**config.mk**
```make
export PLATFORM = sky130hd
export DESIGN_NAME = swk_vec_cell
export DESIGN_NICKNAME = d
export VERILOG_FILES = /design/src/hdl/swk_pkg.sv /design/src/hdl/swk_vec_cell.sv
export SDC_FILE = /design/constraint.sdc
export NUM_CORES = 1
export LEC_CHECK = 0
export ABC_CLOCK_PERIOD_IN_PS = 6950
export BUFFER_PORTS_ARGS = -buffer_cell sky130_fd_sc_hd__buf_2
export CAP_MARGIN = 20
export CORE_AREA = 2 2 211 213
export DETAILED_ROUTE_END_ITERATION = 7
export DIE_AREA = 0 0 213 215
export PLACE_DENSITY = 0.74
export SLEW_MARGIN = 20
export SYNTH_ARGS = -nofsm -noshare
export SYNTH_HDL_FRONTEND = slang
export SYNTH_SLANG_ARGS = --single-unit
```
**constraint.sdc**
```tcl
create_clock -name clk -period 6.95 [get_ports clk]
set_input_delay 1.39 -clock clk [delete_from_list [all_inputs] [get_ports clk]]
set_output_delay 1.39 -clock clk [all_outputs]
set_load 0.03 [all_outputs]
```
**src/hdl/swk_pkg.sv**
```systemverilog
// Shared types and constants for the swerve wheel kinematics block.
// Used by every module under hdl; depends on nothing else.
`default_nettype none

package swk_pkg;

  localparam int QW        = 35;  // Q16 wheel component width
  localparam int L8W       = 27;  // Q8 wheel component width
  localparam int XW        = 45;  // CORDIC x/y width (Q24 plus growth)
  localparam int ZW        = 30;  // CORDIC angle accumulator width
  localparam int Z_BITS    = 20;  // accumulator fraction bits (degrees)
  localparam int SQW       = 56;  // square sum width
  localparam int SQ_STEPS  = SQW / 2;
  localparam int AW        = 34;  // angle arithmetic width
  localparam int DW        = 39;  // dividend width of the remainder-by-45 unit
  localparam int LOW       = 14;  // low angle bits kept beside the remainder unit
  localparam int MW        = 32;  // measured/target angle width
  localparam int TABLE_LEN = 24;

  localparam logic signed [17:0] COEF_103 = 18'sd67502;
  localparam logic signed [17:0] COEF_965 = 18'sd63273;
  localparam logic signed [17:0] COEF_026 = 18'sd17072;

  localparam logic [5:0] DIVISOR = 6'd45;

  localparam logic signed [ZW-1:0] QUARTER_TURN = 30'sd94371840;

  localparam logic signed [ZW-1:0] ATAN_Q20 [TABLE_LEN] = '{
    30'sd47185920, 30'sd27855475, 30'sd14718068, 30'sd7471121,
    30'sd3750058,  30'sd1876857,  30'sd938658,   30'sd469357,
    30'sd234682,   30'sd117342,   30'sd58671,    30'sd29335,
    30'sd14668,    30'sd7334,     30'sd3667,     30'sd1833,
    30'sd917,      30'sd458,      30'sd229,      30'sd115,
    30'sd57,       30'sd29,       30'sd14,       30'sd7
  };

  typedef struct packed {
    logic [1:0]           wheel;
    logic                 lock;
    logic signed [MW-1:0] meas;
  } swk_tag_t;

  typedef struct packed {
    logic signed [XW-1:0] x;
    logic signed [XW-1:0] y;
    logic signed [ZW-1:0] z;
    logic [SQW-1:0]       n;
    logic [SQW-1:0]       r;
    logic                 zero;
    swk_tag_t             tag;
  } swk_vec_t;

  typedef struct packed {
    logic [DW-1:0]  num;
    logic [5:0]     rem;
    logic           qbit;
    logic [LOW-1:0] lo;
    logic [15:0]    speed;
    swk_tag_t       tag;
  } swk_div_t;

endpackage

`default_nettype wire

```
**src/hdl/swk_vec_cell.sv**
```systemverilog
// One cell of the vector chain: a CORDIC micro-rotation below CORDIC_STEPS
// and one bit of the integer square root. Depends on swk_pkg.
`default_nettype none

module swk_vec_cell #(
  parameter int IDX          = 0,
  parameter int CORDIC_STEPS = 16
) (
  input  wire logic             clk,
  input  wire logic             rst_n,
  input  wire logic             en,
  input  wire logic             in_valid,
  input  wire swk_pkg::swk_vec_t in_vec,
  output logic                  out_valid,
  output swk_pkg::swk_vec_t     out_vec
);

  localparam int TI = (IDX < swk_pkg::TABLE_LEN) ? IDX : swk_pkg::TABLE_LEN - 1;
  localparam logic [swk_pkg::SQW-1:0] BIT = swk_pkg::SQW'(1) << (swk_pkg::SQW - 2 - 2 * IDX);

  logic              valid_r;
  swk_pkg::swk_vec_t vec_r, vec_nxt;

  always_comb begin
    logic signed [swk_pkg::XW-1:0] xs, ys;
    logic [swk_pkg::SQW-1:0]       rb;
    vec_nxt = in_vec;
    xs      = $signed(in_vec.x) >>> IDX;
    ys      = $signed(in_vec.y) >>> IDX;
    rb      = in_vec.r + BIT;
    if (IDX < CORDIC_STEPS) begin
      if ($signed(in_vec.y) > 0) begin
        vec_nxt.x = $signed(in_vec.x) + ys;
        vec_nxt.y = $signed(in_vec.y) - xs;
        vec_nxt.z = $signed(in_vec.z) + swk_pkg::ATAN_Q20[TI];
      end else begin
        vec_nxt.x = $signed(in_vec.x) - ys;
        vec_nxt.y = $signed(in_vec.y) + xs;
        vec_nxt.z = $signed(in_vec.z) - swk_pkg::ATAN_Q20[TI];
      end
    end
    if (in_vec.n >= rb) begin
      vec_nxt.n = in_vec.n - rb;
      vec_nxt.r = (in_vec.r >> 1) + BIT;
    end else begin
      vec_nxt.r = in_vec.r >> 1;
    end
  end

  always_ff @(posedge clk) begin
    if (!rst_n) begin
      valid_r <= 1'b0;
    end else if (en) begin
      valid_r <= in_valid;
    end
  end

  always_ff @(posedge clk) begin
    if (en) begin
      vec_r <= vec_nxt;
    end
  end

  assign out_valid = valid_r;
  assign out_vec   = vec_r;

endmodule

`default_nettype wire

```
==> metrics.md, run 1 <==
| Metric | Value |
|---|---|
| Status | finished clean |
| Global-route wire length before repair | between 100000 and 150000 µm |
| Pwr dens | 235.0 nW/µm² |
| Post-synth EDFFs | approximately 270 |
| Worst Path Required | 7.25 ns |
| RSZ-0062 raised after global routing | false |
| Min Tclk post-route | 4.830 ns |
| Synth Net Count | 2790 |
| CTS sink count | around 270 |
| Max Slew Vio Count | 0 |
| Row count | 77 |
| Vias in the first global route | 20160 |
| Post-layout util | 0.5819 |
| Synth Area per Inst | 9.149 µm² |
| Pleak | around 0.011 µW |
| Depth of the worst register-to-register path | 2 |
| Clk buf depth | 3 |
| Total routed wirelength | slightly above 80000 µm |
| Post-route DRC | 0 |
| Peak supply drop | a little over 0.2 mV |
| GPL Wtd Cong | 1.003 |
| Top Family by Delay on Critical Path | simple AND/OR/NAND/NOR gates |
| Actual slew at the worst max-slew pin | 0.9625 ns |
| Vias/cell | 6.039 |
| Vert. Die Dim | around 220 µm |
| Post-CTS Setup Bufs | 0 |
| Root Buffer | clkbuf_16 |
| Top FF cell, synth | edfxtp_1 |
| Die area | between 40000 and 50000 µm² |
| WP buf/inv | 2 |
| Total track usage | 0.3437 |
| Worst path cell trace | buf_2, nor4_1, nand4_1, nor3_1, or2_4, inv_2, ha_1, a21oi_1, o21bai_1, a21oi_1, o21bai_1, a21oi_1, o21ai_0, xnor2_1 |
| Worst EP arrival | just over 5 ns |
| WHS Path Cells | 2 |
| Drt wl/cell | approximately 24 µm |
| Synth area leaders | edfxtp_1 (38%), ha_1 (12%), a21oi_1 (6.3%), xnor2_1 (4.1%), inv_1 (3.5%) |
| Crit path max fanout | 40 |
| Synth Instances | roughly 2300 |
| Synthesis Warnings | 0 |
| Yosys top cell by area | edfxtp_1 |
| Initial antenna violation count | 25 |
| Detailed-placement wirelength estimate | approximately 65000 µm |
| Largest net degree at the start of global routing | 96 |
| CTS tree | done |
| Clk pin slew, worst setup/hold paths | around 0.060 ns |
| Die Width | around 210 µm |
| Largest stage delay, worst path | between 0.4 and 0.5 ns |
| Critical path class | input port to register |
| Vias | ~21000 |
| Max-cap viol count | 0 |
| CP Launch Type | input port |
| Post-synth ARST share | 0 |
| Setup TNS | 0 ns |
| Critical Path Stages | 14 |
| DP Worst Slack | ~1.6 ns |
| I/O pin count | about 540 |
| Post-Synthesis Cell Area | between 20000 and 25000 µm² |
| Cell Area, Placed | roughly 24000 µm² |
| Grt ovf | 0 |
| Min-delay worst type | register to register |
| Final layout net count | ~3300 |
| Post-synth top area share | 0.3782 |
| CTS H-tree lvls | 1 |
| Fin. Hold Viols | 0 |
| Rel. slew slack | 0.3417 |
| DRT Pass-1 Iters | 6 |
| Post-route cell area | around 25000 µm² |
| Highest-delay cell along the critical path | ha_1 |
| CP endpoint kind | register |
| Placeable Area | 43640 µm² |
| Routed Antenna Nets | 0 |
| Post-synthesis register bit count | 268 |
| Min Hold Slack | between 0.5 and 0.6 ns |
| List of most frequent post-synthesis cells | edfxtp_1 (267), a21oi_1 (266), inv_1 (200) |
| Post-CTS sizing | 0 |
| Setup Viol. Count Final | 0 |
| IO buf count | 540 |
| Count leader, synth | edfxtp_1 |
| Sequential share of the synthesized area | 0.3792 |
| Clk_skew | 0 ns |
| Layout cells sized above 1 | 0.2370 |
| Final worst setup slack | about 2.1 ns |
| Area grow syn2layout | 19.79% |
| Initial DRC count | 1675 |
| Hold-fix buffers, CTS | 0 |
| Initial Utilization | 0.4857 |
| CTS buffer count | 30 |
| Max Fclk | 0.2070 GHz |
| Worst-skew pair later-pin latency | ~0.58 ns |
| Synth cell types | between 70 and 80 |
| Crit path top cell by count | a21oi_1 |
| Final Cycle Share | 0.6950 |
-- stage by stage --
stage | total power, µW | instances
floorplan | 3549 | 2317
finish | 5968 | 3431
global placement | 4263 | 3359
global route | 6191 | 3427
detailed placement | 4273 | 3359
CTS | 5962 | 3415
-- area by class of cell --
class | count | area (µm²)
Tap cell | 592 | 740.7
Clock buffer | 35 | 790.8
Fill cell | 3959 | 18250
Multi-Input combinational cell | 1742 | 11960
Inverter | 207 | 779.5
Antenna cell | 16 | 40.04
Sequential cell | 268 | 8038
Timing Repair Buffer | 550 | 2800
Clock inverter | 21 | 244.0
-- metal layers --
| metal | global-route usage | vias up | wire length (µm) |
|---|---|---|---|
| li1 | - | 9477 | - |
| met1 | 0.3980 | 10030 | 30170 |
| met2 | 0.5977 | 979 | 40850 |
| met3 | 0.06021 | 216 | 6074 |
| met4 | 0.1897 | 22 | 4585 |
| met5 | 0 | - | 159 |
-- path summary, 6_finish.rpt --
check	endpoint	startpoint	slack, ns
max	out_vec[177]	in_vec[200]	2.12
min	out_valid	out_valid	0.53
max reg2reg	out_valid	out_valid	6.36
min reg2reg	out_valid	out_valid	0.53
-- tightest hold or removal path, delay by kind of cell, from the launching register on --
family | cells | cell delay, ns
multiplexers | 1 | 0.12
flip-flops | 1 | 0.31
AND/OR/NAND/NOR | 1 | 0.06
-- kinds of logic (layout without fill, tap and decap cells) --
| family | after synthesis | in the layout | synth area share |
|---|---|---|---|
| AOI/OAI and AO/OA | 742 | 742 | 0.2216 |
| xor gates and xnor gates | 136 | 136 | 0.05619 |
| adders and majority gates | 201 | 201 | 0.1204 |
| buffers and inverters | 307 | 813 | 0.05678 |
| DFF | 268 | 268 | 0.3792 |
| muxes | 60 | 60 | 0.03087 |
| other | 0 | 16 | 0 |
| and+or+nand+nor | 603 | 603 | 0.1350 |
-- flip-flops by register name (all words and copies together) (netlist names) --
name and cells:
out_vec 267, out_valid 1
-- where the power goes --
group | switching [µW] | internal, µW
logic | 1490 | 683
registers | 65.7 | 2050
clock network | 680 | 998
-- placed cells by master, fill, tap and decap left out, types with 29 or more instances in the layout --
cell	n
inv_1	199
buf_2	539
nor3_1	42
xor2_1	36
clkbuf_16	31
nor2_1	196
o21bai_1	42
mux2_2	43
nand4_1	47
a21oi_1	266
nand2_1	148
ha_1	196
edfxtp_1	267
xnor2_1	100
o21ai_0	133
a31oi_1	29
nor4_1	32
a21o_1	50
Power figures use the tool's default switching activity.
==> run 2: changes to the inputs <==
Settings changed: ABC_CLOCK_PERIOD_IN_PS 6950 to 3950, CORE_AREA 2 2 211 213 to unset, CORE_MARGIN set to 1, CORE_UTILIZATION set to 50, DIE_AREA 0 0 213 215 to unset, PLACE_DENSITY 0.74 to 0.79.
Clock period 6.95 ns to 3.95 ns, I/O delays scaled along.
==> run 2 against run 1 <==
- global-route usage is 2.6 points higher
- combinational power is 94% higher
- clock-buffer cell count is 1 lower
- sequential share of layout area is 2.5 points lower
- sequential power is 77% higher
- wire length is 1.9% higher
- hold slack worse by 0.15 ns
- final cell count is 7.1% higher
- die area is 5.6% lower
- critical path type unchanged
- largest power group unchanged
==> metrics.md, run 2 (synthesis results as in run 1) <==
| Metric | Value |
|---|---|
| Total routed wirelength | 83380 µm |
| Final Cycle Share | 0.9193 |
| Pwr dens | roughly 390 nW/µm² |
| Placeable Area | between 40000 and 50000 µm² |
| Hold endpoint | out_vec[3] |
| CTS H-tree lvls | 1 |
| Vias | ~22000 |
| Reg area | between 8000 and 9000 µm² |
| CTS sink count | around 270 |
| Min Tclk post-route | 3.631 ns |
| Most frequent cells in the layout | buf_2 (539), buf_4 (307), edfxtp_1 (267) |
| CTS tree | done |
| Vias/cell | 5.989 |
| Min Hold Slack | 0.3755 ns |
| Fill cells | ~3500 |
| Multi-input gate area | 11960 µm² |
| Hold path start | in_vec[3] |
| Root Buffer | clkbuf_16 |
| Max reg flops | between 200 and 300 |
| Critical path class | input port to register |
| Layout cells sized above 1 | 0.3115 |
| Reg-to-reg endpoint | out_valid |
| Post-CTS Setup Bufs | 0 |
| Min-delay worst type | input port to register |
| Setup Viol. Count Final | 0 |
| CP endpoint kind | register |
| WHS Path Cells | 1 |
| Hold-fix buffers, CTS | 0 |
| Clk pin slew, worst setup/hold paths | roughly 0.06 ns |
| Crit path max fanout | 6 |
| Initial DRC count | ~2100 |
| Depth of the worst register-to-register path | 2 |
| Clk_skew | 0 ns |
| Worst-skew pair later-pin latency | just under 0.6 ns |
| Drt wl/cell | approximately 23 µm |
| Post-CTS sizing | 0 |
| Max-cap viol count | 0 |
| Routed Antenna Nets | 0 |
| Initial Utilization | 0.5065 |
| DP Worst Slack | -0.1567 ns |
| Max Fclk | between 0.2 and 0.3 GHz |
| Most common cell after layout, fill and taps aside | buf_2 |
| Vias in the first global route | around 22000 |
| Worst EP arrival | 3.95 ns |
| Finished Layout Cells | between 3000 and 4000 |
| Largest net degree at the start of global routing | between 70 and 80 |
| GPL Wtd Cong | roughly 1 |
| Fin. Hold Viols | 0 |
| Pleak | between 0.01 and 0.015 µW |
| Max Slew Vio Count | 0 |
| CP Launch Type | input port |
| Row count | between 70 and 80 |
| Area grow syn2layout | 30.04% |
| Post-route cell area | approximately 28000 µm² |
| Final worst setup slack | roughly 0.32 ns |
| RSZ-0062 raised after global routing | false |
| Cell Area, Placed | 26570 µm² |
| Placed Cells | around 3600 |
| Status | finished clean |
| Die Width | just over 200 µm |
| R2r setup slk | between 3 and 4 ns |
| DRT Pass-1 Iters | 6 |
| Actual slew at the worst max-slew pin | ~0.76 ns |
| Grt ovf | 0 |
| Post-layout power | around 11000 µW |
| Worst Path Required | 4.27 ns |
| Clk buf depth | 3 |
| Die area | 43230 µm² |
| Initial antenna violation count | 14 |
| Rel. slew slack | 0.4881 |
| Final layout net count | ~3600 |
| Detailed-placement wirelength estimate | just under 70000 µm |
| Post-route DRC | 0 |
| Vert. Die Dim | between 200 and 250 µm |
| CTS buffer count | 30 |
| Peak supply drop | approximately 0.34 mV |
| Global-route wire length before repair | between 100000 and 150000 µm |
| IO buf count | between 500 and 600 |
| Crit Reg-Reg Startpoint | out_valid |
| I/O pin count | between 500 and 600 |
| Total track usage | 0.3692 |
run 2: report_power, final:
part	internal (µW)	total [µW]	switching (µW)	leakage (µW)
logic	1530	4230	2700	0.00950
registers	3600	3740	133	0.00262
clock network	1570	2830	1260	0.000467
run 2: through the flow:
stage                     setup TNS (ns)    util
after floorplan                        0       -
after global placement           -0.1787  0.6348
after detailed placement         -0.4306  0.6348
after CTS                              0  0.6580
after global routing                   0  0.6586
final                                  0  0.6587
run 2: cell type report:
class | count | share of cell area
tap | 539 | 0.02446
multi-input combinational | 1742 | 0.4338
clock inverter | 21 | 0.006763
timing repair buffer | 852 | 0.1856
antenna | 11 | 0.0009985
inverter | 207 | 0.02828
clock buffer | 34 | 0.02855
sequential | 268 | 0.2916
run 2: per-layer routing:
metal	global-route usage	wire (µm)	vias up
met3	0.04543	6073	279
met2	0.6430	40490	1217
met1	0.4308	31020	10420
met5	0	38	-
li1	-	-	10080
met4	0.2368	5746	6
run 2: worst max-delay path by stage:
stage	start	cells past startpoint	slack, ns	endpoint
detailed placement	in_vec[180]	16	-0.16	out_vec[218]
floorplan	in_vec[192]	16	0.08	out_vec[177]
CTS	in_vec[180]	16	0.45	out_vec[218]
global placement	in_vec[180]	16	-0.08	out_vec[218]
finish	in_vec[180]	16	0.32	out_vec[218]
global route	in_vec[180]	16	0.07	out_vec[218]
run 2: critical path, cell delays in order:
cell	delay [ns]
buf_2	0.13
inv_1	0.05
ha_1	0.30
buf_4	0.16
buf_4	0.15
nand2b_1	0.10
a21oi_1	0.12
nor3b_1	0.33
o21ai_0	0.19
buf_4	0.19
a31oi_1	0.28
a21oi_1	0.15
buf_4	0.17
a21boi_0	0.48
mux2i_1	0.25
o211ai_1	0.10
