`src/hdl/swk_pkg.sv`:
```
// Shared types and constants for the swerve wheel kinematics block.
// Used by every module under hdl; depends on nothing else.
`default_nettype none

package swk_pkg;

  localparam int QW        = 35;  // Q16 wheel component width
  localparam int L8W       = 27;  // Q8 wheel component width
  localparam int XW        = 45;  // CORDIC x/y width (Q24 plus growth)
  localparam int ZW        = 30;  // CORDIC angle accumulator width
  localparam int Z_BITS    = 20;  // accumulator fraction bits (degrees)
  localparam int SQW       = 56;  // square sum width
  localparam int SQ_STEPS  = SQW / 2;
  localparam int AW        = 34;  // angle arithmetic width
  localparam int DW        = 39;  // dividend width of the remainder-by-45 unit
  localparam int LOW       = 14;  // low angle bits kept beside the remainder unit
  localparam int MW        = 32;  // measured/target angle width
  localparam int TABLE_LEN = 24;

  localparam logic signed [17:0] COEF_103 = 18'sd67502;
  localparam logic signed [17:0] COEF_965 = 18'sd63273;
  localparam logic signed [17:0] COEF_026 = 18'sd17072;

  localparam logic [5:0] DIVISOR = 6'd45;

  localparam logic signed [ZW-1:0] QUARTER_TURN = 30'sd94371840;

  localparam logic signed [ZW-1:0] ATAN_Q20 [TABLE_LEN] = '{
    30'sd47185920, 30'sd27855475, 30'sd14718068, 30'sd7471121,
    30'sd3750058,  30'sd1876857,  30'sd938658,   30'sd469357,
    30'sd234682,   30'sd117342,   30'sd58671,    30'sd29335,
    30'sd14668,    30'sd7334,     30'sd3667,     30'sd1833,
    30'sd917,      30'sd458,      30'sd229,      30'sd115,
    30'sd57,       30'sd29,       30'sd14,       30'sd7
  };

  typedef struct packed {
    logic [1:0]           wheel;
    logic                 lock;
    logic signed [MW-1:0] meas;
  } swk_tag_t;

  typedef struct packed {
    logic signed [XW-1:0] x;
    logic signed [XW-1:0] y;
    logic signed [ZW-1:0] z;
    logic [SQW-1:0]       n;
    logic [SQW-1:0]       r;
    logic                 zero;
    swk_tag_t             tag;
  } swk_vec_t;

  typedef struct packed {
    logic [DW-1:0]  num;
    logic [5:0]     rem;
    logic           qbit;
    logic [LOW-1:0] lo;
    logic [15:0]    speed;
    swk_tag_t       tag;
  } swk_div_t;

endpackage

`default_nettype wire

```
`src/hdl/swk_div_cell.sv`:
```
// Remainder-by-45 unit: slice folding, reciprocal multiplication and the
// quotient parity over three register stages. Depends on swk_pkg.
`default_nettype none

module swk_div_cell (
  input  wire logic              clk,
  input  wire logic              rst_n,
  input  wire logic              en,
  input  wire logic              in_valid,
  input  wire swk_pkg::swk_div_t in_div,
  output logic                   out_valid,
  output swk_pkg::swk_div_t      out_div
);

  localparam int FW  = 14;  // folded dividend width
  localparam int PW  = 2 * FW;
  localparam int QBW = 9;
  localparam int RSH = 19;
  // ceil(2^19 / 45); the quotient is exact for every value below 2^14.
  localparam logic [FW-1:0] RECIP = 14'd11651;

  logic              v1_r, v2_r, v3_r;
  logic [FW-1:0]     fold_c, fold1_r, n2_r;
  logic [QBW-1:0]    q_c, q2_r;
  logic [5:0]        rem_c;
  swk_pkg::swk_div_t div1_r, div2_r, div3_r, div_nxt;

  // 2^12 is 1 modulo 45, so summing 12-bit slices keeps the remainder.
  assign fold_c = FW'(in_div.num[11:0]) + FW'(in_div.num[23:12]) +
                  FW'(in_div.num[35:24]) + FW'(in_div.num[swk_pkg::DW-1:36]);
  assign q_c    = QBW'((PW'(fold1_r) * PW'(RECIP)) >> RSH);
  assign rem_c  = 6'(n2_r - FW'(q2_r) * FW'(swk_pkg::DIVISOR));

  // The quotient has the parity of dividend minus remainder, as 45 is odd.
  always_comb begin
    div_nxt      = div2_r;
    div_nxt.rem  = rem_c;
    div_nxt.qbit = div2_r.num[0] ^ rem_c[0];
  end

  always_ff @(posedge clk) begin
    if (!rst_n) begin
      v1_r <= 1'b0;
      v2_r <= 1'b0;
      v3_r <= 1'b0;
    end else if (en) begin
      v1_r <= in_valid;
      v2_r <= v1_r;
      v3_r <= v2_r;
    end
  end

  always_ff @(posedge clk) begin
    if (en) begin
      div1_r  <= in_div;
      fold1_r <= fold_c;
      div2_r  <= div1_r;
      n2_r    <= fold1_r;
      q2_r    <= q_c;
      div3_r  <= div_nxt;
    end
  end

  assign out_valid = v3_r;
  assign out_div   = div3_r;

endmodule

`default_nettype wire

```
`config.mk`:
```
export PLATFORM = sky130hd
export DESIGN_NAME = swk_div_cell
export DESIGN_NICKNAME = d
export VERILOG_FILES = /design/src/hdl/swk_pkg.sv /design/src/hdl/swk_div_cell.sv
export SDC_FILE = /design/constraint.sdc
export NUM_CORES = 1
export LEC_CHECK = 0
export ABC_AREA = 1
export BUFFER_PORTS_ARGS = -buffer_cell sky130_fd_sc_hd__buf_2
export CORE_AREA = 3 3 169 171
export DETAILED_ROUTE_END_ITERATION = 6
export DIE_AREA = 0 0 172 174
export PLACE_DENSITY_LB_ADDON = 0.05
export SYNTH_ARGS = -nofsm -noshare
export SYNTH_HDL_FRONTEND = slang
export SYNTH_SLANG_ARGS = --single-unit
```
`constraint.sdc`:
```
create_clock -name clk -period 5.3 [get_ports clk]
set_clock_uncertainty 0.15 [all_clocks]
set_input_delay 0.53 -clock clk [delete_from_list [all_inputs] [get_ports clk]]
set_output_delay 0.53 -clock clk [all_outputs]
set_load 0.05 [all_outputs]
```
==> results of run 1 <==
==> per-stage QoR <==
step | instances | setup WS, ps
2_1_floorplan | 1054 | 734
3_3_place_gp | 1621 | 387
3_5_place_dp | 1621 | 377
4_1_cts | 1680 | 380
5_1_grt | 1683 | 88.4
6_report | 1683 | 395
==> Yosys cell counts, types with 4 or more instances <==
| library cell | count | area share |
|---|---|---|
| sky130_fd_sc_hd__a21oi_1 | 26 | 0.0084 |
| sky130_fd_sc_hd__edfxtp_1 | 345 | 0.67 |
| sky130_fd_sc_hd__fa_1 | 58 | 0.075 |
| sky130_fd_sc_hd__ha_1 | 127 | 0.10 |
| sky130_fd_sc_hd__inv_1 | 188 | 0.046 |
| sky130_fd_sc_hd__nand2_1 | 169 | 0.041 |
| sky130_fd_sc_hd__nand3_1 | 32 | 0.010 |
| sky130_fd_sc_hd__nand4_1 | 9 | 0.0037 |
| sky130_fd_sc_hd__nor2_1 | 44 | 0.011 |
| sky130_fd_sc_hd__nor3_1 | 4 | 0.0013 |
| sky130_fd_sc_hd__o21ai_0 | 13 | 0.0042 |
| sky130_fd_sc_hd__o21bai_1 | 5 | 0.0024 |
| sky130_fd_sc_hd__xnor2_1 | 8 | 0.0045 |
| sky130_fd_sc_hd__xor2_1 | 12 | 0.0068 |
==> worst register-to-register path: cells and delay by family (launching register included) <==
family                   cells  cell delay, ps
buffers and inverters        3             140
AND/OR/NAND/NOR              8             760
adder cells (fa/ha/maj)      7            3080
flip-flops                   1             540
==> state kept, by name, summed over array words and instances (netlist names) <==
name       count
v1_r           1
out_valid      1
v2_r           1
q2_r           6
div1_r       104
out_div      111
div2_r       104
fold1_r       14
n2_r           6
==> cells by family after synthesis <==
logic type / Yosys count / share of synthesized area
buffers and inverters: 188 / 0.0458
flip-flops: 348 / 0.677
AND/OR/NAND/NOR: 263 / 0.0694
XOR/XNOR: 20 / 0.0114
adder cells (fa/ha/maj): 185 / 0.179
AO/OA/AOI/OAI: 50 / 0.0183
==> worst paths after layout <==
check / cells past startpoint / slack, ps / to / from
setup reg to reg: 18 / 390 / q2_r[5] / fold1_r[3]
hold reg to reg: 0 / 260 / out_div[74] / div2_r[74]
hold / removal: 1 / 40 / div1_r[51] / in_div[51]
setup / recovery: 18 / 390 / q2_r[5] / fold1_r[3]
==> layout make-up <==
| class | count | area, sq um |
|---|---|---|
| diodes | 3 | 7.51 |
| fillers | 1997 | 8990 |
| clock buffers | 44 | 910 |
| well taps | 341 | 427 |
| repair buffers | 226 | 1170 |
| flip-flops and latches | 348 | 10400 |
| inverters | 188 | 706 |
| clock inverters | 15 | 115 |
| multi-input cells | 518 | 4280 |
==> per-layer routing <==
metal  vias up  wire (um)  track usage
met5         -          0            0
met4         0        686       0.0546
met3        46       1680       0.0366
met2       219      12000        0.271
met1      3912      11200        0.232
li1       4126          -            -
==> metrics.log, run 1 <==
INFO  metric cpMaxStageDelayCell = sky130_fd_sc_hd__edfxtp_1
INFO  metric final_cell_mix = sky130_fd_sc_hd__edfxtp_1 (345), sky130_fd_sc_hd__buf_2 (218), sky130_fd_sc_hd__inv_1 (188)
INFO  metric outcome = completed
INFO  metric placed_cell_area = around 17000 sq um
INFO  metric crit_path_max_incr_delay = ~540 ps
INFO  metric antenna_found_initial = 3
INFO  metric drt.antenna.violating_nets = 0
INFO  metric final_common_cell = sky130_fd_sc_hd__edfxtp_1
INFO  metric vias_per_cell = 4.93
INFO  metric routedWlPerCell = about 15 um
INFO  metric grt_setup_unrepaired = false
INFO  metric utilization = 0.667
INFO  metric layout.nets = around 1600
INFO  metric finalMaxSlewViolations = 0
INFO  metric timing.final.crit_share = 0.926
INFO  metric cts-root-to-sink-buffers = 3
INFO  metric ys.warnings.count = 0
INFO  metric worst_hold_path_type = in -> reg
INFO  metric tritoncts_clock_tree = built
INFO  metric period_needed = between 4000 and 5000 ps
INFO  metric synthToLayoutAreaGrowth = 17.1%
INFO  metric syn-num-nets = around 1400
INFO  metric synth_edf_count = 345
INFO  metric grt_pass1_vias = a little over 8000
INFO  metric cts_bufs_inserted = 35
INFO  metric syn_avg_cell_area = 14.6 sq um
INFO  metric route.detailed.drc = 0
INFO  metric post_cts_buffers = 0
INFO  metric ctsResizeCount = 0
INFO  metric dieArea = roughly 30000 sq um
INFO  metric post_cts_hold_buffer_count = 0
INFO  metric cts_max_level = 2
INFO  metric critical-path-top-delay-family = adder cells
INFO  metric synth_area = 15400 sq um
INFO  metric worstPathBufferInverterCount = 3
INFO  metric finalSetupTns = 0 ps
INFO  metric ios = 227
INFO  metric die_w = about 170 um
INFO  metric grt-ovfl-total = 0
INFO  metric clk-insertion-delay-late = a little over 500 ps
INFO  metric syn-instance-count = between 1000 and 1500
INFO  metric clk_pin_slew = approximately 60 ps
INFO  metric endpoint_kind = flip-flop
INFO  metric max-slew-margin-rel = 0.360
INFO  metric max-cap-violations = 0
INFO  metric place.detailed.hpwl = about 19000 um
INFO  metric worstPathCellList = ha_1 -> ha_1 -> fa_1 -> fa_1 -> inv_1 -> fa_1 -> fa_1 -> inv_1 -> ha_1 -> nand2_1 -> nor2_1 -> nand2_1 -> nor2_1 -> inv_1 -> nor2_1 -> nor2_1 -> nand2_1 -> nand2_1
INFO  metric critical_path_arrival = roughly 5000 ps
INFO  metric worst-path-max-fanout = 6
INFO  metric initial_utilization = 0.570
INFO  metric yosys_register_bits = ~350
INFO  metric cts_root_buffer = sky130_fd_sc_hd__clkbuf_16
INFO  metric synth_cell_types = 24
INFO  metric track_usage = 0.169
INFO  metric postLayoutCellArea = ~18000 sq um
INFO  metric port_buffers = ~220
INFO  metric worst-setup-path-type = reg -> reg
INFO  metric whs = ~43 ps
INFO  metric final_layout_size_suffix_gt1_frac = 0.202
INFO  metric totalWireLength = between 20000 and 30000 um
INFO  metric report.final.hold_viol_count = 0
INFO  metric worst_ep_required = 5410 ps
INFO  metric setup_viol_count_final = 0
INFO  metric drt_first_iter_violations = ~580
INFO  metric numClockSinks = around 350
INFO  metric fmaxAchievable = roughly 0.20 GHz
INFO  metric synth_sequential_area_ratio = 0.677
INFO  metric die_h = around 170 um
INFO  metric core = 27000 sq um
INFO  metric std_cell_rows = 60
INFO  metric route.vias.total = around 8300
INFO  metric yosys_most_used_dff = sky130_fd_sc_hd__edfxtp_1
INFO  metric global_route_wire_length_before_repair = between 30000 and 40000 um
INFO  metric worst_slew_pin_slew = between 900 and 1000 ps
INFO  metric synth_async_sr_flop_share = 0
INFO  metric grt_max_degree = ~130
INFO  metric place.gp.congestion = approximately 0.85
INFO  metric drtPass1Iterations = 5
INFO  metric cp-start-kind = flip-flop
Power of run 1 is left out: the tool's default activity adds up to more than one toggle a clock period on the data nets, which glitch-free logic cannot reach.
==> inputs of run 2 (changes only) <==
- CORE_AREA: 3 3 169 171 -> 3 3 172 174
- DIE_AREA: 0 0 172 174 -> 0 0 175 177
==> run 2 against run 1 <==
Critical path depth is the same; via count grew 0.11%; setup slack lost 30 ps.
==> metrics.log, run 2 (synthesis results as in run 1) <==
INFO  metric fmaxAchievable = 0.203 GHz (-0.61%)
INFO  metric place.gp.congestion = 0.843 (-1.3%)
INFO  metric grt-ovfl-total = 0 (unchanged)
INFO  metric drt_first_iter_violations = 463 (-19%)
INFO  metric critical_path_arrival = 5060 ps (+40 ps)
INFO  metric worst_hold_path.num_cells = 1 (unchanged)
INFO  metric cts_bufs_inserted = 37 (+5.7%)
INFO  metric grt_setup_unrepaired = false
INFO  metric ctsResizeCount = 0 (unchanged)
INFO  metric worst-path-max-fanout = 6 (unchanged)
INFO  metric die_w = 175 um (+1.7%)
INFO  metric setup_viol_count_final = 0 (unchanged)
INFO  metric max-slew-margin-rel = 0.471 (+0.111)
INFO  metric port_buffers = 219 (unchanged)
INFO  metric clk_pin_slew = 60 ps (about the same)
INFO  metric wl_met1 = 11200 um (+0.50%)
INFO  metric routedWlPerCell = 15.1 um (-0.38%)
INFO  metric cp-start-kind = flip-flop
INFO  metric worst_ep_required = 5420 ps (about the same)
INFO  metric register_area = 10400 sq um (unchanged)
INFO  metric synthToLayoutAreaGrowth = 18.5%
INFO  metric clk-insertion-delay-late = 520 ps (about the same)
INFO  metric initial_utilization = 0.551 (-0.0185)
INFO  metric met2_wl_post_dr = 12400 um (+3.0%)
INFO  metric max-cap-violations = 0 (unchanged)
INFO  metric finalSetupTns = 0 ps (unchanged)
INFO  metric area_used_by_multi_input_combinational_logic = 4280 sq um (unchanged)
INFO  metric top_layer = met5
INFO  metric outcome = completed
INFO  metric route.vias.total = 8312 (+0.11%)
INFO  metric die_h = 177 um (+1.7%)
INFO  metric period_needed = 4940 ps (+30.1 ps)
INFO  metric worst_hold_path_type = in -> reg
INFO  metric dieArea = 31000 sq um (+3.5%)
INFO  metric core = 27900 sq um (+3.4%)
INFO  metric std_cell_rows = 61 (+1.7%)
INFO  metric cts_max_level = 2 (unchanged)
INFO  metric reg2reg_depth = 18 (unchanged)
INFO  metric num-fill-cells = 2116 (+6.0%)
INFO  metric largest_register_ff_count = 111 (unchanged)
INFO  metric place.detailed.hpwl = 19600 um (+2.5%)
INFO  metric final_common_cell = sky130_fd_sc_hd__edfxtp_1
INFO  metric drt.antenna.violating_nets = 0 (unchanged)
INFO  metric met3_wire_length = 1860 um (+11%)
INFO  metric worst_slew_pin_slew = 794 ps (-166 ps)
INFO  metric tritoncts_clock_tree = built
INFO  metric cts_root_buffer = sky130_fd_sc_hd__clkbuf_16
INFO  metric final_layout_size_suffix_gt1_frac = 0.207 (+0.00533)
INFO  metric drtPass1Iterations = 4 (-1)
INFO  metric final_cell_mix = sky130_fd_sc_hd__edfxtp_1 (345), sky130_fd_sc_hd__buf_2 (218), sky130_fd_sc_hd__inv_1 (188)
INFO  metric grt_pass1_vias = 8087 (+0.43%)
INFO  metric ios = 227 (unchanged)
INFO  metric worst-setup-path-type = reg -> reg
INFO  metric totalWireLength = 26100 um (+2.2%)
INFO  metric vias_per_cell = 4.81 (-2.4%)
INFO  metric grt_max_degree = 121 (-9.0%)
INFO  metric track_usage = 0.169 (+0.000250)
INFO  metric post_cts_hold_buffer_count = 0 (unchanged)
INFO  metric finalMaxSlewViolations = 0 (unchanged)
INFO  metric timing.final.crit_share = 0.931 (+0.00569)
INFO  metric numClockSinks = 348 (unchanged)
INFO  metric endpoint_kind = flip-flop
INFO  metric post_cts_buffers = 0 (unchanged)
INFO  metric antenna_found_initial = 3 (unchanged)
INFO  metric global_route_wire_length_before_repair = 41100 um (+3.3%)
INFO  metric route.detailed.drc = 0 (unchanged)
INFO  metric layout.nets = 1620 (+0.19%)
INFO  metric report.final.hold_viol_count = 0 (unchanged)
INFO  metric cts-root-to-sink-buffers = 3 (unchanged)
[run 2: changes by cell type in the layout (fill, tap and decap cells not counted)]
cell                        previous run  this run
sky130_fd_sc_hd__clkinv_8              0         1
sky130_fd_sc_hd__clkbuf_16            35        38
sky130_fd_sc_hd__clkinv_1              8         7
sky130_fd_sc_hd__clkinv_2              3         4
sky130_fd_sc_hd__clkinv_4              0         1
sky130_fd_sc_hd__diode_2               3         1
sky130_fd_sc_hd__bufinv_16             1         3
sky130_fd_sc_hd__clkbuf_1              9        10
sky130_fd_sc_hd__buf_12                1         2
[run 2: cell type report]
cell class,count,area share
antenna,1,0.000137
clock buffer,48,0.0541
sequential,348,0.571
inverter,188,0.0387
multi-input combinational,518,0.234
clock inverter,19,0.0110
timing repair buffer,227,0.0652
tap,378,0.0259
[run 2: critical path, stage by stage, from the launching register on]
cell                       delay [ps]
sky130_fd_sc_hd__edfxtp_1         540
sky130_fd_sc_hd__ha_1             400
sky130_fd_sc_hd__ha_1             330
sky130_fd_sc_hd__fa_1             520
sky130_fd_sc_hd__fa_1             540
sky130_fd_sc_hd__inv_1             50
sky130_fd_sc_hd__fa_1             490
sky130_fd_sc_hd__fa_1             510
sky130_fd_sc_hd__inv_1             40
sky130_fd_sc_hd__ha_1             310
sky130_fd_sc_hd__nand2_1          110
sky130_fd_sc_hd__nor2_1           200
sky130_fd_sc_hd__nand2_1           80
sky130_fd_sc_hd__nor2_1           120
sky130_fd_sc_hd__inv_1             50
sky130_fd_sc_hd__nor2_1           100
sky130_fd_sc_hd__nor2_1            50
sky130_fd_sc_hd__nand2_1           50
sky130_fd_sc_hd__nand2_1           60
[run 2: metal layers]
metal | vias up | GRT usage
met3 | 52 | 0.0397
met4 | 4 | 0.0489
li1 | 4144 | -
met1 | 3889 | 0.232
met2 | 223 | 0.273
met5 | - | 0
[run 2: worst paths after layout]
check | from | end | slack, ps
worst min register to register | div1_r[84] | div2_r[84] | 260
worst max register to register | fold1_r[3] | q2_r[5] | 360
worst min-delay path | in_div[51] | div1_r[51] | 30
worst max-delay path | fold1_r[3] | q2_r[5] | 360
[run 2: through the flow]
stage	hold slack, ps	setup WS [ps]	cell area (sq um)	instances	util
detailed placement	255	343	17100	1659	0.611
global placement	250	351	17100	1659	0.611
finish	33.5	365	18300	1727	0.654
global route	3.50	30.6	18300	1727	0.654
CTS	6.23	327	18300	1726	0.653
floorplan	250	734	15400	1054	-
Power of run 2 is left out for the same reason.
==> inputs of run 3 (changes only) <==
- CORE_AREA: 3 3 172 174 -> 3 3 189 191
- DIE_AREA: 0 0 175 177 -> 0 0 192 194
- RECOVER_POWER: not set -> 100
==> run 3 against run 2 <==
Worst hold slack improved by 4.3 ps; largest cell class unchanged; setup slack improved by 3.4 ps; critical endpoint unchanged; global-route usage down 2.6 points; routed wire length is 4.8% higher; die area increased by 20%; the flow now finishes with violations (capacitance limit, slew limit); highest routed layer unchanged; sequential share of layout area grew 0.67 points; critical path type unchanged; flip-flop and latch count unchanged; critical path depth unchanged.
==> metrics.log, run 3 (synthesis results as in run 1) <==
INFO  metric outcome = finished with violations
INFO  metric violations = capacitance limit, slew limit
INFO  metric period_needed = 4930 ps (-3.41 ps)
INFO  metric drt_first_iter_violations = 351 (-24%)
INFO  metric grt_max_degree = 140 (+16%)
INFO  metric place.detailed.hpwl = 20500 um (+4.7%)
INFO  metric antenna_found_initial = 2 (-1)
INFO  metric setup_viol_count_final = 0 (unchanged)
INFO  metric route.detailed.drc = 0 (unchanged)
INFO  metric post_cts_hold_buffer_count = 0 (unchanged)
INFO  metric route.vias.total = 8346 (+0.41%)
INFO  metric worst_ep_required = 5410 ps (about the same)
INFO  metric grt_util_met2 = 0.223 (-0.0500)
INFO  metric clk_pin_slew = 60 ps (about the same)
INFO  metric port_buffers = 219 (unchanged)
INFO  metric globalRoute.busiestLayer = met2
INFO  metric vias_per_cell = 4.63 (-3.8%)
INFO  metric utilization = 0.526 (-0.127)
INFO  metric worst-setup-path-type = reg -> reg
INFO  metric grt_pass1_vias = 8134 (+0.58%)
INFO  metric finalMaxSlewViolations = 140 (+140)
INFO  metric post_cts_buffers = 0 (unchanged)
INFO  metric worst-path-max-fanout = 6 (unchanged)
INFO  metric crit_path_max_incr_delay = 540 ps (about the same)
INFO  metric critical_path_arrival = 5050 ps (about the same)
INFO  metric dieArea = 37200 sq um (+20%)
INFO  metric final_common_cell = sky130_fd_sc_hd__edfxtp_1
INFO  metric grt_use_met1 = 0.204 (-0.0284)
INFO  metric drt.antenna.violating_nets = 0 (unchanged)
INFO  metric initial_utilization = 0.449 (-0.102)
INFO  metric cts_bufs_inserted = 37 (unchanged)
INFO  metric ctsResizeCount = 0 (unchanged)
INFO  metric max-slew-margin-rel = -1.20 (-1.67)
INFO  metric cts-root-to-sink-buffers = 3 (unchanged)
INFO  metric final_layout_size_suffix_gt1_frac = 0.0892 (-0.118)
INFO  metric cpMaxStageDelayCell = sky130_fd_sc_hd__edfxtp_1
INFO  metric largest_register_ff_count = 111 (unchanged)
INFO  metric die_w = 192 um (+9.7%)
INFO  metric worst_hold_path_type = in -> reg
INFO  metric track_usage = 0.143 (-0.0257)
INFO  metric core = 34300 sq um (+23%)
INFO  metric ios = 227 (unchanged)
INFO  metric tritoncts_clock_tree = built
INFO  metric cts_max_level = 2 (unchanged)
INFO  metric finalSetupTns = 0 ps (unchanged)
INFO  metric timing.final.crit_share = 0.931 (about the same)
INFO  metric worstPathCellList = ha_1 -> ha_1 -> fa_1 -> fa_1 -> inv_1 -> fa_1 -> fa_1 -> inv_1 -> ha_1 -> nand2_1 -> nor2_1 -> nand2_1 -> nor2_1 -> inv_1 -> nor2_1 -> nor2_1 -> nand2_1 -> nand2_1
INFO  metric layout.nets = 1622 (+0.12%)
INFO  metric clk-insertion-delay-late = 520 ps (about the same)
INFO  metric cts_root_buffer = sky130_fd_sc_hd__clkbuf_16
INFO  metric routedWlPerCell = 15.2 um (+0.48%)
INFO  metric cp-start-kind = flip-flop
INFO  metric final_cell_mix = sky130_fd_sc_hd__edfxtp_1 (345), sky130_fd_sc_hd__inv_1 (188), sky130_fd_sc_hd__nand2_1 (169)
INFO  metric worst_slew_pin_slew = 3310 ps (+2510 ps)
INFO  metric fmaxAchievable = 0.203 GHz (about the same)
INFO  metric gr-usage-met3 = 0.0327 (-0.00696)
INFO  metric synthToLayoutAreaGrowth = 17.2%
INFO  metric max-cap-violations = 1 (+1)
INFO  metric grt_setup_unrepaired = false
INFO  metric totalWireLength = 27400 um (+4.8%)
INFO  metric endpoint_kind = flip-flop
INFO  metric grt-ovfl-total = 0 (unchanged)
INFO  metric die_h = 194 um (+9.6%)
INFO  metric place.gp.congestion = 0.827 (-2.0%)
INFO  metric report.final.hold_viol_count = 0 (unchanged)
INFO  metric std_cell_rows = 68 (+11%)
INFO  metric numClockSinks = 348 (unchanged)
INFO  metric drtPass1Iterations = 4 (unchanged)
INFO  metric global_route_wire_length_before_repair = 42100 um (+2.4%)
[run 3: changes by cell type in the layout (fill, tap and decap cells not counted), sizes merged]
cell / previous run / this run
buf: 227 / 69
clkbuf: 48 / 206
bufinv: 3 / 1
[run 3: final timing paths]
check / start / endpoint / slack, ps / depth (start not counted)
worst min-delay path: in_div[31] / div1_r[31] / 40 / 1
worst max register to register: fold1_r[3] / q2_r[5] / 370 / 18
worst min register to register: div1_r[110] / div2_r[110] / 260 / 0
worst max-delay path: fold1_r[3] / q2_r[5] / 370 / 18
[run 3: critical path, delay by kind of cell (launching register included)]
kind	cells	cell delay [ps]
and+or+nand+nor	8	740
buffers and inverters	3	140
DFF	1	540
adders and majority gates	7	3090
[run 3: layout make-up]
| class | count | area (sq um) |
|---|---|---|
| Antenna cell | 1 | 2.50 |
| Clock buffer | 46 | 981 |
| Clock inverter | 17 | 136 |
| Fill cell | 3029 | 16200 |
| Inverter | 188 | 706 |
| Multi-Input combinational cell | 518 | 4270 |
| Sequential cell | 348 | 10400 |
| Tap cell | 455 | 569 |
| Timing Repair Buffer | 229 | 961 |
[run 3: metal layers]
layer  vias to the layer above  share of wire
li1                       4143              -
met1                      3941           0.45
met2                       217           0.46
met3                        43          0.074
met4                         2          0.019
met5                         -        0.00033
[run 3: metrics by stage]
| stage | instances | cell area [sq um] | hold WS, ps | setup slack [ps] |
|---|---|---|---|---|
| after global placement | 1738 | 17200 | 250 | 350 |
| after floorplan | 1054 | 15400 | 250 | 734 |
| after global routing | 1802 | 18000 | 11.9 | 51.9 |
| after CTS | 1801 | 18300 | 10.8 | 330 |
| after detailed placement | 1738 | 17200 | 255 | 348 |
| final | 1802 | 18000 | 37.8 | 368 |
Power of run 3 is left out for the same reason.
